### config.mk
export PLATFORM = sky130hd
export DESIGN_NAME = mvna_front
export DESIGN_NICKNAME = d
export VERILOG_FILES = /design/src/hw/rtl/mesh_vertex_normal_accumulator_defines.svh /design/src/hw/rtl/mvna_pkg.sv /design/src/hw/rtl/mvna_front.sv
export SDC_FILE = /design/constraint.sdc
export NUM_CORES = 1
export LEC_CHECK = 0
export ABC_CLOCK_PERIOD_IN_PS = 5600
export BUFFER_PORTS_ARGS = -buffer_cell sky130_fd_sc_hd__clkbuf_2
export CORE_ASPECT_RATIO = 0.75
export CORE_MARGIN = 4
export CORE_UTILIZATION = 25
export CTS_BUF_LIST = sky130_fd_sc_hd__clkbuf_4 sky130_fd_sc_hd__clkbuf_8 sky130_fd_sc_hd__clkbuf_16
export CTS_CLUSTER_SIZE = 24
export DETAILED_ROUTE_END_ITERATION = 7
export GPL_TIMING_DRIVEN = 0
export SLEW_MARGIN = 20
export SYNTH_ARGS = -nofsm -noshare
export SYNTH_HDL_FRONTEND = slang
export SYNTH_SLANG_ARGS = --single-unit
### constraint.sdc
create_clock -name clk_i -period 5.6 [get_ports clk_i]
set_clock_uncertainty 0.1 [all_clocks]
set_input_delay 0.28 -clock clk_i [delete_from_list [all_inputs] [get_ports clk_i]]
set_output_delay 0.28 -clock clk_i [all_outputs]
set_load 0.05 [all_outputs]
### src/hw/rtl/mesh_vertex_normal_accumulator_defines.svh
// Assertion macros for the vertex normal accumulator.
// No dependencies; included by modules that carry assertions.
`ifndef MESH_VERTEX_NORMAL_ACCUMULATOR_DEFINES_SVH
`define MESH_VERTEX_NORMAL_ACCUMULATOR_DEFINES_SVH
`ifndef NO_ASSERTIONS
`define MVNA_ASSERT(lbl, clk, rstn, prop, msg) \
  lbl: assert property (@(posedge clk) disable iff (!rstn) (prop)) else $error(msg);
`define MVNA_ASSERT_NEXT(lbl, clk, rstn, pre, post, msg) \
  lbl: assert property (@(posedge clk) disable iff (!rstn) (pre) |=> (post)) else $error(msg);
`else
`define MVNA_ASSERT(lbl, clk, rstn, prop, msg)
`define MVNA_ASSERT_NEXT(lbl, clk, rstn, pre, post, msg)
`endif
`endif

### src/hw/rtl/mvna_pkg.sv
// Shared types and constants for the vertex normal accumulator.
// No dependencies.
package mvna_pkg;
  localparam logic [1:0] OP_STORE = 2'd0;
  localparam logic [1:0] OP_TRI   = 2'd1;
  localparam logic [1:0] OP_READ  = 2'd2;
  localparam logic [1:0] OP_NOP   = 2'd3;
  localparam int unsigned TALLY_MAX = 255;
  localparam int unsigned SPARSE_LIMIT = 3;

  typedef struct packed {
    logic [1:0]         op;
    logic [9:0]         vid_a;
    logic [9:0]         vid_b;
    logic [9:0]         vid_c;
    logic signed [15:0] pos_x;
    logic signed [15:0] pos_y;
    logic signed [15:0] pos_z;
  } mvna_in_t;

  typedef struct packed {
    logic               kind;
    logic signed [15:0] norm_x;
    logic signed [15:0] norm_y;
    logic signed [15:0] norm_z;
    logic [7:0]         faces_seen;
    logic               sparse_vertex;
  } mvna_out_t;
endpackage

### src/hw/rtl/mvna_front.sv
// Front end: accepts commands, drops ignored ones, and feeds a two-entry queue.
// Depends on mvna_pkg.
module mvna_front import mvna_pkg::*; (
  input  logic     clk_i,
  input  logic     rst_ni,
  input  logic     start_i,
  input  mvna_in_t cmd_i,
  output logic     busy_o,
  output logic     q_valid_o,
  output mvna_in_t q_cmd_o,
  input  logic     q_pop_i
);
  mvna_in_t   ent_q [2];
  logic       rd_q, wr_q;
  logic [1:0] cnt_q;
  logic       push, keep;

  assign busy_o    = (cnt_q == 2'd2);
  assign keep      = (cmd_i.op != OP_NOP);
  assign push      = start_i && !busy_o && keep;
  assign q_valid_o = (cnt_q != 2'd0);
  assign q_cmd_o   = ent_q[rd_q];

  always_ff @(posedge clk_i) begin
    if (push) begin
      ent_q[wr_q] <= cmd_i;
    end
  end

  always_ff @(posedge clk_i or negedge rst_ni) begin
    if (!rst_ni) begin
      rd_q  <= 1'b0;
      wr_q  <= 1'b0;
      cnt_q <= 2'd0;
    end else begin
      if (push) begin
        wr_q <= ~wr_q;
      end
      if (q_pop_i) begin
        rd_q <= ~rd_q;
      end
      cnt_q <= cnt_q + {1'b0, push} - {1'b0, q_pop_i};
    end
  end
endmodule

==> results.ini, run 1 <==
[sta]
rsz0062_at_grt = no
worst_pin_slew_ps = 554.1
finalSetupViolCount = 0
final_max_slew_viol_count = 0
relSlewSlack_pct = 62.97
fmax_mhz = 464.2
finalSetupTns_ps = 0
period_needed_ps = 2154
timing.hold.ws_ps = 40.37
hold_violations = 0
min_period_over_period_pct = 38.47
worst_slack_ps = 3446

[power]
pwr-share-seq_pct = 33.7
p_total_mw = 4.927
switching_share_pct = 39.23
p_int_mw = 2.994
p_per_area_mw_per_mm2 = 537.1
switchingPower_mw = 1.933
pwr-share-comb_pct = 45.7
vdd_drop_max_mv = 0.2613
p_clk_share_pct = 20.5
p_leak_nw = 3.674

[global_routing]
grt.total_usage_pct = 9.539
grt_start_max_net_pins = 26
grt_pass1_wl_mm = 20.12
overflow = 0
grt_pass1_vias = 3714
antenna_found_initial = 0

[logic_synthesis]
synthAdderAreaFrac_pct = 0.3918
synthTopCellsByArea = edfxtp_1, mux2_4, buf_12, dfrtp_1, xnor2_1
ys_seq_area_share_pct = 76.80
yosys.area_share.simple_pct = 0.7053
synth_xor_area_share_pct = 0.5486
synth-compound-area-share_pct = 0
synth_area_mm2 = 0.006386
synth_top_family_by_area = multiplexers
muxShareOfSynthArea_pct = 18.75
synthArstFlopShare_pct = 2.439
syn-mean-instance-area_um2 = 23.92
synth_flop_cell = edfxtp_1
synthesis.nets = 353
synth_commonest_cells = edfxtp_1, mux2_4, buf_12, dfrtp_1, xnor2_1
synth_edf_count = 160
synth_cells = 267
synth.distinct_cells = 15
synth_seq_cells = 164
synth_most_common_cell = edfxtp_1
yosysWarnings = 0
synth_top_area_cell = edfxtp_1
synthDominantCellAreaShare_pct = 75.24

[clock_tree]
clock-root-buffer = clkbuf_16
cts_sinks = 164
cts_setup_buffers = 0
clk_pin_slew_ps = 60
cts_resized = 0
cts_tree = done
cts_made_buffers = 17
hold_buffers = 81
clk-insertion-delay-late_ps = 410
cts_htree_levels = 4
cts_max_path_buffers = 2

[floorplanning]
io_pins = 166
fp.dieH_um = 146.4
fp.dieW_um = 192.6
start_util_pct = 25.52
coreArea_mm2 = 0.02502
num_rows = 50
die-area_mm2 = 0.02819

[placed_design]
place_congestion = 0.7036
io_buffers = 165
place_hpwl_mm = 9.143
dp_slack_ps = 3521
place_inst = 778
placed_cell_area_mm2 = 0.007855

[drt]
viasPerCell = 3.776
routed_wl_mm = 13.23
detail_route.drc_violations = 0
wl_per_cell_um = 14.87
dr.pass1.iters = 4
drt_iter0_drc = 144
vias = 3361
antenna_left = 0

[hold_path]
hp-start = cmd_i[78]
min_path_type = in2reg
holdPathStages = 1
min_to = ent_q[1][78]

[cells_and_area]
num-nets-final = 626
antenna_cells = 0
finalInstanceArea_mm2 = 0.009174
stdcell_count = 890
post-route-util_pct = 36.66
area_delta_synth_final_pct = 43.65
multi_input_area_mm2 = 0.001318
drive_gt1_share_pct = 53.44
fillers = 2344
regArea_mm2 = 0.004905

[setup_path]
reg2reg_to = ent_q[1][53]
r2r_cells = 5
reg2reg_from = cnt_q[1]
end_kind = primary output
cp_max_fo = 10
r2r_slack_ps = 3560
crit_required_ps = 5220
crit_arrival_ps = 1770
start_kind = flip-flop
worstSetupPathType = reg2out

[flow_run]
max-cap-violations = 0

[outcome]
outcome = completed

## cell families after synthesis
logic type               count (synthesis)
flip-flops                             164
multiplexers                            80
buffers and inverters                   11
AND/OR/NAND/NOR                          6
XOR/XNOR                                 4
adder cells (fa/ha/maj)                  2
## metal layers
| metal | vias to the layer above | share of wire (%) | track usage [%] | wire, um |
|---|---|---|---|---|
| li1 | 1603 | - | - | - |
| met1 | 1643 | 42 | 11.06 | 5617 |
| met2 | 108 | 50 | 16.08 | 6593 |
| met3 | 7 | 7.0 | 4.183 | 930 |
| met4 | 0 | 0.69 | 2.673 | 91 |
| met5 | - | 0 | 0 | 0 |
## cells in the final DEF (no fill, tap or decap), drive strengths merged
master and n:
and2b 1, buf 17, clkbuf 184, clkinv 8, clkinvlp 4, dfrtp 4
dlygate4sd3 81, edfxtp 160, ha 2, inv 2, mux2 80, nand2 1
nand3b 1, nor2 2, or2 1, xnor2 3, xor2 1
## power by group through the flow
stage,sequential [mW],combinational [mW],clock (mW)
2_1_floorplan,1.70,1.74,0
3_3_place_gp,1.73,2.12,0
3_5_place_dp,1.69,2.24,0
4_1_cts,1.66,2.30,1.05
5_1_grt,1.68,2.36,1.11
6_report,1.66,2.25,1.01
## critical path: stages, from the launching register on
cell      delay, ps
dfrtp_1         340
buf_6           240
buf_12          200
mux2_4          300
clkbuf_2        260
## final cells by class
class                   instances  share of cell area (%)
well taps                     338                   4.610
clock buffers                  19                   4.801
inverters                       2                 0.08183
plain buffers                   9                   1.869
multi-input cells              92                   14.36
clock inverters                12                  0.7365
repair buffers                254                   20.08
flip-flops and latches        164                   53.46
## worst max path at each step
stage,startpoint,endpoint,slack [ps],cells after the start
2_1_floorplan,cnt_q[1],ent_q[0][0],670,3
3_3_place_gp,cnt_q[1],ent_q[0][50],-1120,3
3_5_place_dp,cnt_q[1],ent_q[1][54],3520,5
4_1_cts,rd_q,q_cmd_o[78],3360,4
5_1_grt,rd_q,q_cmd_o[78],3330,4
6_report,rd_q,q_cmd_o[78],3450,4
## flip-flops by register name (all words and copies together), names as in the netlist
signal / flops
ent_q: 160
cnt_q: 2
rd_q: 1
wr_q: 1
Power figures use the tool's default switching activity.
==> run 2, diff against run 1 <==
--- a/config.mk
+++ b/config.mk
@@ -5,7 +5,7 @@
 export SDC_FILE = /design/constraint.sdc
 export NUM_CORES = 1
 export LEC_CHECK = 0
-export ABC_CLOCK_PERIOD_IN_PS = 5600
+export ABC_CLOCK_PERIOD_IN_PS = 1900
 export BUFFER_PORTS_ARGS = -buffer_cell sky130_fd_sc_hd__clkbuf_2
 export CORE_ASPECT_RATIO = 0.75
 export CORE_MARGIN = 4
==> constraint.sdc (replaced) <==
create_clock -name clk_i -period 1.9 [get_ports clk_i]
set_clock_uncertainty 0.1 [all_clocks]
set_input_delay 0.095 -clock clk_i [delete_from_list [all_inputs] [get_ports clk_i]]
set_output_delay 0.095 -clock clk_i [all_outputs]
set_load 0.05 [all_outputs]
==> run 2 against run 1 <==
Clock power increased to 3.5 times the previous value. Worst hold slack improved by 250 ps. Critical path depth stayed put. Flip-flop and latch count did not move. Routed wire length increased by 6.9%. Cell area is 9.4% higher. Non-clock buffer count grew 2. Setup slack lost 3400 ps. Critical path type unchanged. Largest cell class unchanged.
==> results.ini, run 2 (same netlist as run 1, synthesis figures left out) <==
[setup_path]
end_kind = primary output
cp_top_family = buffers and inverters
cp_num_buf_inv = 3  ; unchanged
cp_max_fo = 10  ; unchanged
crit_required_ps = 1700  ; -3520 ps
worstSetupPathType = reg2out
start_kind = flip-flop
slowest_stage = dfrtp_1
worstPathCellList = buf_12, buf_12, mux2_4, buf_8
crit_arrival_ps = 1670  ; -100 ps
r2r_slack_ps = 100  ; -3460 ps
crit_path_frequent_cell = buf_12
slowest_delay_ps = 370  ; +30 ps

[drt]
viasPerCell = 3.879  ; +2.7%
wl_met1_mm = 5.580  ; -0.66%
detail_route.drc_violations = 0  ; unchanged
antenna_left = 0  ; unchanged
dr_wl_met2_mm = 7.229  ; +9.6%
dr_wl_met3_mm = 1.092  ; +17%
dr.pass1.iters = 4  ; unchanged
routed_wl_mm = 14.15  ; +6.9%
dr.max_layer_used = met4
vias = 3464  ; +3.1%
wl_per_cell_um = 15.84  ; +6.6%
drt_iter0_drc = 103  ; -28%

[power]
vdd_drop_max_mv = 0.9127  ; +250%
p_per_area_mw_per_mm2 = 1664  ; +210%
p_int_mw = 10.58  ; +250%
pwr-share-seq_pct = 29.4  ; -4.3 points
p_clk_share_pct = 21.1  ; +0.6 points
switchingPower_mw = 6.116  ; +220%
pwr-share-comb_pct = 49.6  ; +3.9 points
switching_share_pct = 36.63  ; -2.6 points
p_leak_nw = 3.964  ; +7.9%

[floorplanning]
fp.dieW_um = 192.6  ; unchanged
io_pins = 166  ; unchanged
die-area_mm2 = 0.02819  ; unchanged
fp.dieH_um = 146.4  ; unchanged
num_rows = 50  ; unchanged
coreArea_mm2 = 0.02502  ; unchanged
start_util_pct = 25.52  ; unchanged

[sta]
min_period_over_period_pct = 97.98
fmax_mhz = 537.2
rsz0062_at_grt = yes
finalSetupViolCount = 0  ; unchanged
worst_slack_ps = 38.34  ; -3407 ps
relSlewSlack_pct = 79.84  ; +17 points
worst_pin_slew_ps = 303.7  ; -250.4 ps
hold_violations = 0  ; unchanged
final_max_slew_viol_count = 0  ; unchanged
period_needed_ps = 1862
timing.hold.ws_ps = 293.5  ; +253.1 ps

[cells_and_area]
largest_register_ffs = 160  ; unchanged
stdcell_count = 893  ; +0.34%
layout_common_cells = edfxtp_1, clkbuf_2, dlygate4sd3_1, mux2_4, buf_8
antenna_cells = 0  ; unchanged
reg_top3 = ent_q: 160 flops, cnt_q: 2 flops
num-nets-final = 628  ; +0.32%
area_delta_synth_final_pct = 57.09
largest_register = ent_q
final_common_cell = edfxtp_1
drive_gt1_share_pct = 53.51  ; +0.071 points
post-route-util_pct = 40.09  ; +3.4 points

[global_routing]
grt_pass1_vias = 4061  ; +9.3%
antenna_found_initial = 0  ; unchanged
grt_pass1_wl_mm = 21.65  ; +7.6%
overflow = 0  ; unchanged
grt_start_max_net_pins = 43  ; +65%
grt.total_usage_pct = 10.24  ; +0.70 points

[placed_design]
place_congestion = 0.6806  ; -3.3%
place_inst = 776  ; -0.26%
io_buffers = 165  ; unchanged
dp_slack_ps = -506.7  ; -4028 ps
place_hpwl_mm = 9.209  ; +0.72%

[clock_tree]
cts_made_buffers = 17  ; unchanged
cts_sinks = 164  ; unchanged
clock-root-buffer = clkbuf_16
cts_htree_levels = 4  ; unchanged
clk_pin_slew_ps = 70  ; about the same
clk-insertion-delay-late_ps = 430  ; +20 ps
cts_tree = done
cts_max_path_buffers = 2  ; unchanged

[flow_run]
max-cap-violations = 0  ; unchanged

[outcome]
outcome = completed

[hold_path]
min_path_type = in2reg

run 2: cell types whose count changed in the layout (fill, tap and decap cells not counted), sizes merged:
cell,change
clkinv,-4
clkbuf,-80
bufinv,+3
buf,+77
inv,+5
clkinvlp,-1
dlygate4sd3,+3
run 2: worst paths after layout:
path,start,end,depth (start not counted)
max in group asynchronous,rst_ni,wr_q,3
min in group asynchronous,rst_ni,cnt_q[0],3
max reg2reg,cnt_q[1],ent_q[0][38],5
min,cmd_i[23],ent_q[1][23],2
max,rd_q,q_cmd_o[71],4
min reg2reg,cnt_q[0],cnt_q[0],1
run 2: final cells by class:
cell class,instances,area [um^2]
clock buffer,17,425.4
multi-input combinational,92,1320
inverter,2,7.507
timing repair buffer,256,2592
tap,338,422.9
clock inverter,15,178.9
fill,2247,14990
sequential,164,4905
buffer,9,180.2
run 2: power by group through the flow:
stage	Clock (mW)	Sequential (mW)	Combinational [mW]
after floorplan	0	4.95	5.17
after global placement	0	4.99	6.30
after detailed placement	0	4.98	6.53
after CTS	3.66	4.91	7.82
after global routing	3.81	4.96	8.62
final	3.52	4.90	8.27
run 2: what timing repair did:
action | 4_1_cts | 5_1_grt
endpoints found under the setup margin | 203 | 100
hold buffers | 84 | 0
gates resized for setup | 160 | 79
buffers inserted | 2 | 0
pin swaps | 2 | 1
cloned | 0 | 1
hold endpoints to repair | 167 | 0
run 2: metal layers:
layer	GRT usage, %	vias up
met1	10.98	1715
met3	4.685	23
met2	17.56	114
met4	4.027	0
met5	0	-
li1	-	1612
run 2: through the flow:
| step | setup TNS [ps] | area [um^2] | total power [mW] |
|---|---|---|---|
| 2_1_floorplan | -103410 | 6404 | 10.12 |
| 3_3_place_gp | -201540 | 7652 | 11.29 |
| 3_5_place_dp | -36890 | 7787 | 11.52 |
| 4_1_cts | -397.9 | 9908 | 16.39 |
| 5_1_grt | -363.7 | 10030 | 17.39 |
| 6_report | 0 | 10030 | 16.70 |
==> run 3, diff against run 2 <==
--- a/config.mk
+++ b/config.mk
@@ -8,7 +8,6 @@
 export ABC_CLOCK_PERIOD_IN_PS = 1900
 export BUFFER_PORTS_ARGS = -buffer_cell sky130_fd_sc_hd__clkbuf_2
 export CORE_ASPECT_RATIO = 0.75
-export CORE_MARGIN = 4
 export CORE_UTILIZATION = 25
 export CTS_BUF_LIST = sky130_fd_sc_hd__clkbuf_4 sky130_fd_sc_hd__clkbuf_8 sky130_fd_sc_hd__clkbuf_16
 export CTS_CLUSTER_SIZE = 24
==> run 3 against run 2 <==
Global-route usage rose by 0.53 points. Count of clock-buffer cells in the layout increased by 1. First-iteration DRC count increased by 30%. Worst hold slack gained 5.7 ps. Total power is 0.92% higher. Core utilization grew 0.38 points. Highest routed layer unchanged.
==> results.ini, run 3 (same netlist as run 1, synthesis figures left out) <==
[outcome]
outcome = completed

[placed_design]
place_congestion = 0.7096  ; +4.3%
place_hpwl_mm = 8.485  ; -7.9%
io_buffers = 165  ; unchanged

[floorplanning]
num_rows = 50  ; unchanged
coreArea_mm2 = 0.02502  ; unchanged
io_pins = 166  ; unchanged
start_util_pct = 25.52  ; unchanged
fp.dieH_um = 140.4  ; -4.1%
fp.dieW_um = 186.6  ; -3.1%
die-area_mm2 = 0.02619  ; -7.1%

[clock_tree]
cts_made_buffers = 17  ; unchanged
cts_tree = done
cts_htree_levels = 4  ; unchanged
clk_pin_slew_ps = 70  ; about the same
cts_sinks = 164  ; unchanged
clk-insertion-delay-late_ps = 420  ; about the same
clock-root-buffer = clkbuf_16
cts_max_path_buffers = 2  ; unchanged

[power]
p_per_area_mw_per_mm2 = 1664  ; about the same
p_int_mw = 10.73  ; +1.4%
p_clk_share_pct = 20.6  ; -0.5 points
switchingPower_mw = 6.120  ; about the same
pwr-share-comb_pct = 50.1  ; +0.5 points
switching_share_pct = 36.32  ; -0.31 points
p_leak_nw = 4.016  ; +1.3%
vdd_drop_max_mv = 0.8601  ; -5.8%
pwr-share-seq_pct = 29.3  ; about the same

[sta]
fmax_mhz = 532.5  ; -0.87%
final_max_slew_viol_count = 0  ; unchanged
worst_pin_slew_ps = 299.6  ; -4.170 ps
period_needed_ps = 1878  ; +16.28 ps
hold_violations = 0  ; unchanged
timing.hold.ws_ps = 299.2  ; +5.662 ps
min_period_over_period_pct = 98.84  ; +0.86 points
rsz0062_at_grt = yes
relSlewSlack_pct = 80.11  ; +0.28 points
finalSetupViolCount = 0  ; unchanged

[drt]
viasPerCell = 3.909  ; +0.77%
antenna_left = 0  ; unchanged
wl_per_cell_um = 15.44  ; -2.5%
detail_route.drc_violations = 0  ; unchanged
drt_iter0_drc = 134  ; +30%
dr.pass1.iters = 4  ; unchanged
routed_wl_mm = 13.88  ; -1.9%
vias = 3514  ; +1.4%

[cells_and_area]
drive_gt1_share_pct = 54.37  ; +0.85 points
post-route-util_pct = 40.47  ; +0.38 points
fillers = 2248  ; +0.045%
layout_common_cells = edfxtp_1, clkbuf_2, dlygate4sd3_1, mux2_4, buf_8
num-nets-final = 634  ; +0.96%
largest_register = ent_q
largest_register_ffs = 160  ; unchanged
antenna_cells = 0  ; unchanged
final_common_cell = edfxtp_1
reg_top3 = ent_q: 160 flops, cnt_q: 2 flops
area_delta_synth_final_pct = 58.58

[setup_path]
r2r_cells = 7  ; +2
cp_top_family = buffers and inverters
slowest_stage = dfrtp_2
slowest_delay_ps = 450  ; +80 ps
cp_num_buf_inv = 3  ; unchanged
crit_required_ps = 1700  ; about the same
path_depth = 4  ; unchanged
worstPathCellList = clkbuf_16, buf_12, mux2_4, buf_8
worstSetupPathType = reg2out
start_kind = flip-flop
end_kind = primary output
cp_max_fo = 10  ; unchanged
crit_arrival_ps = 1680  ; about the same

[flow_run]
max-cap-violations = 0  ; unchanged

[global_routing]
grt_start_max_net_pins = 28  ; -35%
grt_pass1_wl_mm = 21.09  ; -2.6%
antenna_found_initial = 0  ; unchanged
grt_pass1_vias = 3997  ; -1.6%
overflow = 0  ; unchanged
grt.total_usage_pct = 10.77  ; +0.53 points

[hold_path]
min_path_type = in2reg
holdPathStages = 2  ; unchanged

[run 3: cell types whose count changed in the layout (fill, tap and decap cells not counted), sizes merged]
| cell | previous run | this run |
|---|---|---|
| buf | 94 | 99 |
| clkbuf | 104 | 106 |
| inv | 7 | 2 |
| clkinv | 4 | 8 |
[run 3: path summary, 6_finish.rpt]
check | from | end | slack, ps
worst min register to register | cnt_q[0] | cnt_q[0] | 440
min in group asynchronous | rst_ni | cnt_q[0] | 520
worst max-delay path | rd_q | q_cmd_o[71] | 20
max in group asynchronous | rst_ni | rd_q | 970
worst min-delay path | cmd_i[53] | ent_q[1][53] | 300
worst max register to register | cnt_q[1] | cnt_q[1] | 40
[run 3: timing repair]
item,CTS,global route
hold buffers,84,0
setup buffers,5,0
gates resized for setup,160,82
cloned,0,2
hold endpoints to repair,167,0
endpoints found under the setup margin,151,80
pin swaps,2,0
[run 3: layout make-up]
cell class / count / area [um^2] / area share (%)
Multi-Input combinational cell: 92 / 1328 / 13.11
Clock buffer: 18 / 432.9 / 4.275
Clock inverter: 14 / 162.7 / 1.606
Inverter: 2 / 7.507 / 0.07413
Tap cell: 338 / 422.9 / 4.176
Timing Repair Buffer: 262 / 2688 / 26.54
Sequential cell: 164 / 4906 / 48.44
Buffer: 9 / 180.2 / 1.779
[run 3: metrics by stage]
stage	TNS, ps	setup slack, ps	std cells	cell area [um^2]	total power [mW]
4_1_cts	-1378	-50.55	897	9962	16.36
3_5_place_dp	-7688	-172.1	776	7787	11.48
3_3_place_gp	-189960	-1210	770	7652	11.22
6_report	0	22.07	899	10130	16.85
2_1_floorplan	-103410	-657.2	267	6404	10.12
5_1_grt	-2000	-44.94	899	10130	17.46
[run 3: per-layer routing]
layer	part of all wire, %	track usage, %	up-vias
li1	-	-	1616
met1	41	12.27	1776
met2	52	18.38	111
met3	5.4	4.009	11
met4	1.1	4.185	0
met5	0	0	-
[run 3: power groups by stage]
stage / Clock (mW) / Combinational [mW] / Sequential, mW
finish: 3.48 / 8.44 / 4.93
global route: 3.71 / 8.76 / 4.99
CTS: 3.59 / 7.85 / 4.92
detailed placement: 0 / 6.49 / 4.99
global placement: 0 / 6.23 / 4.99
floorplan: 0 / 5.17 / 4.95
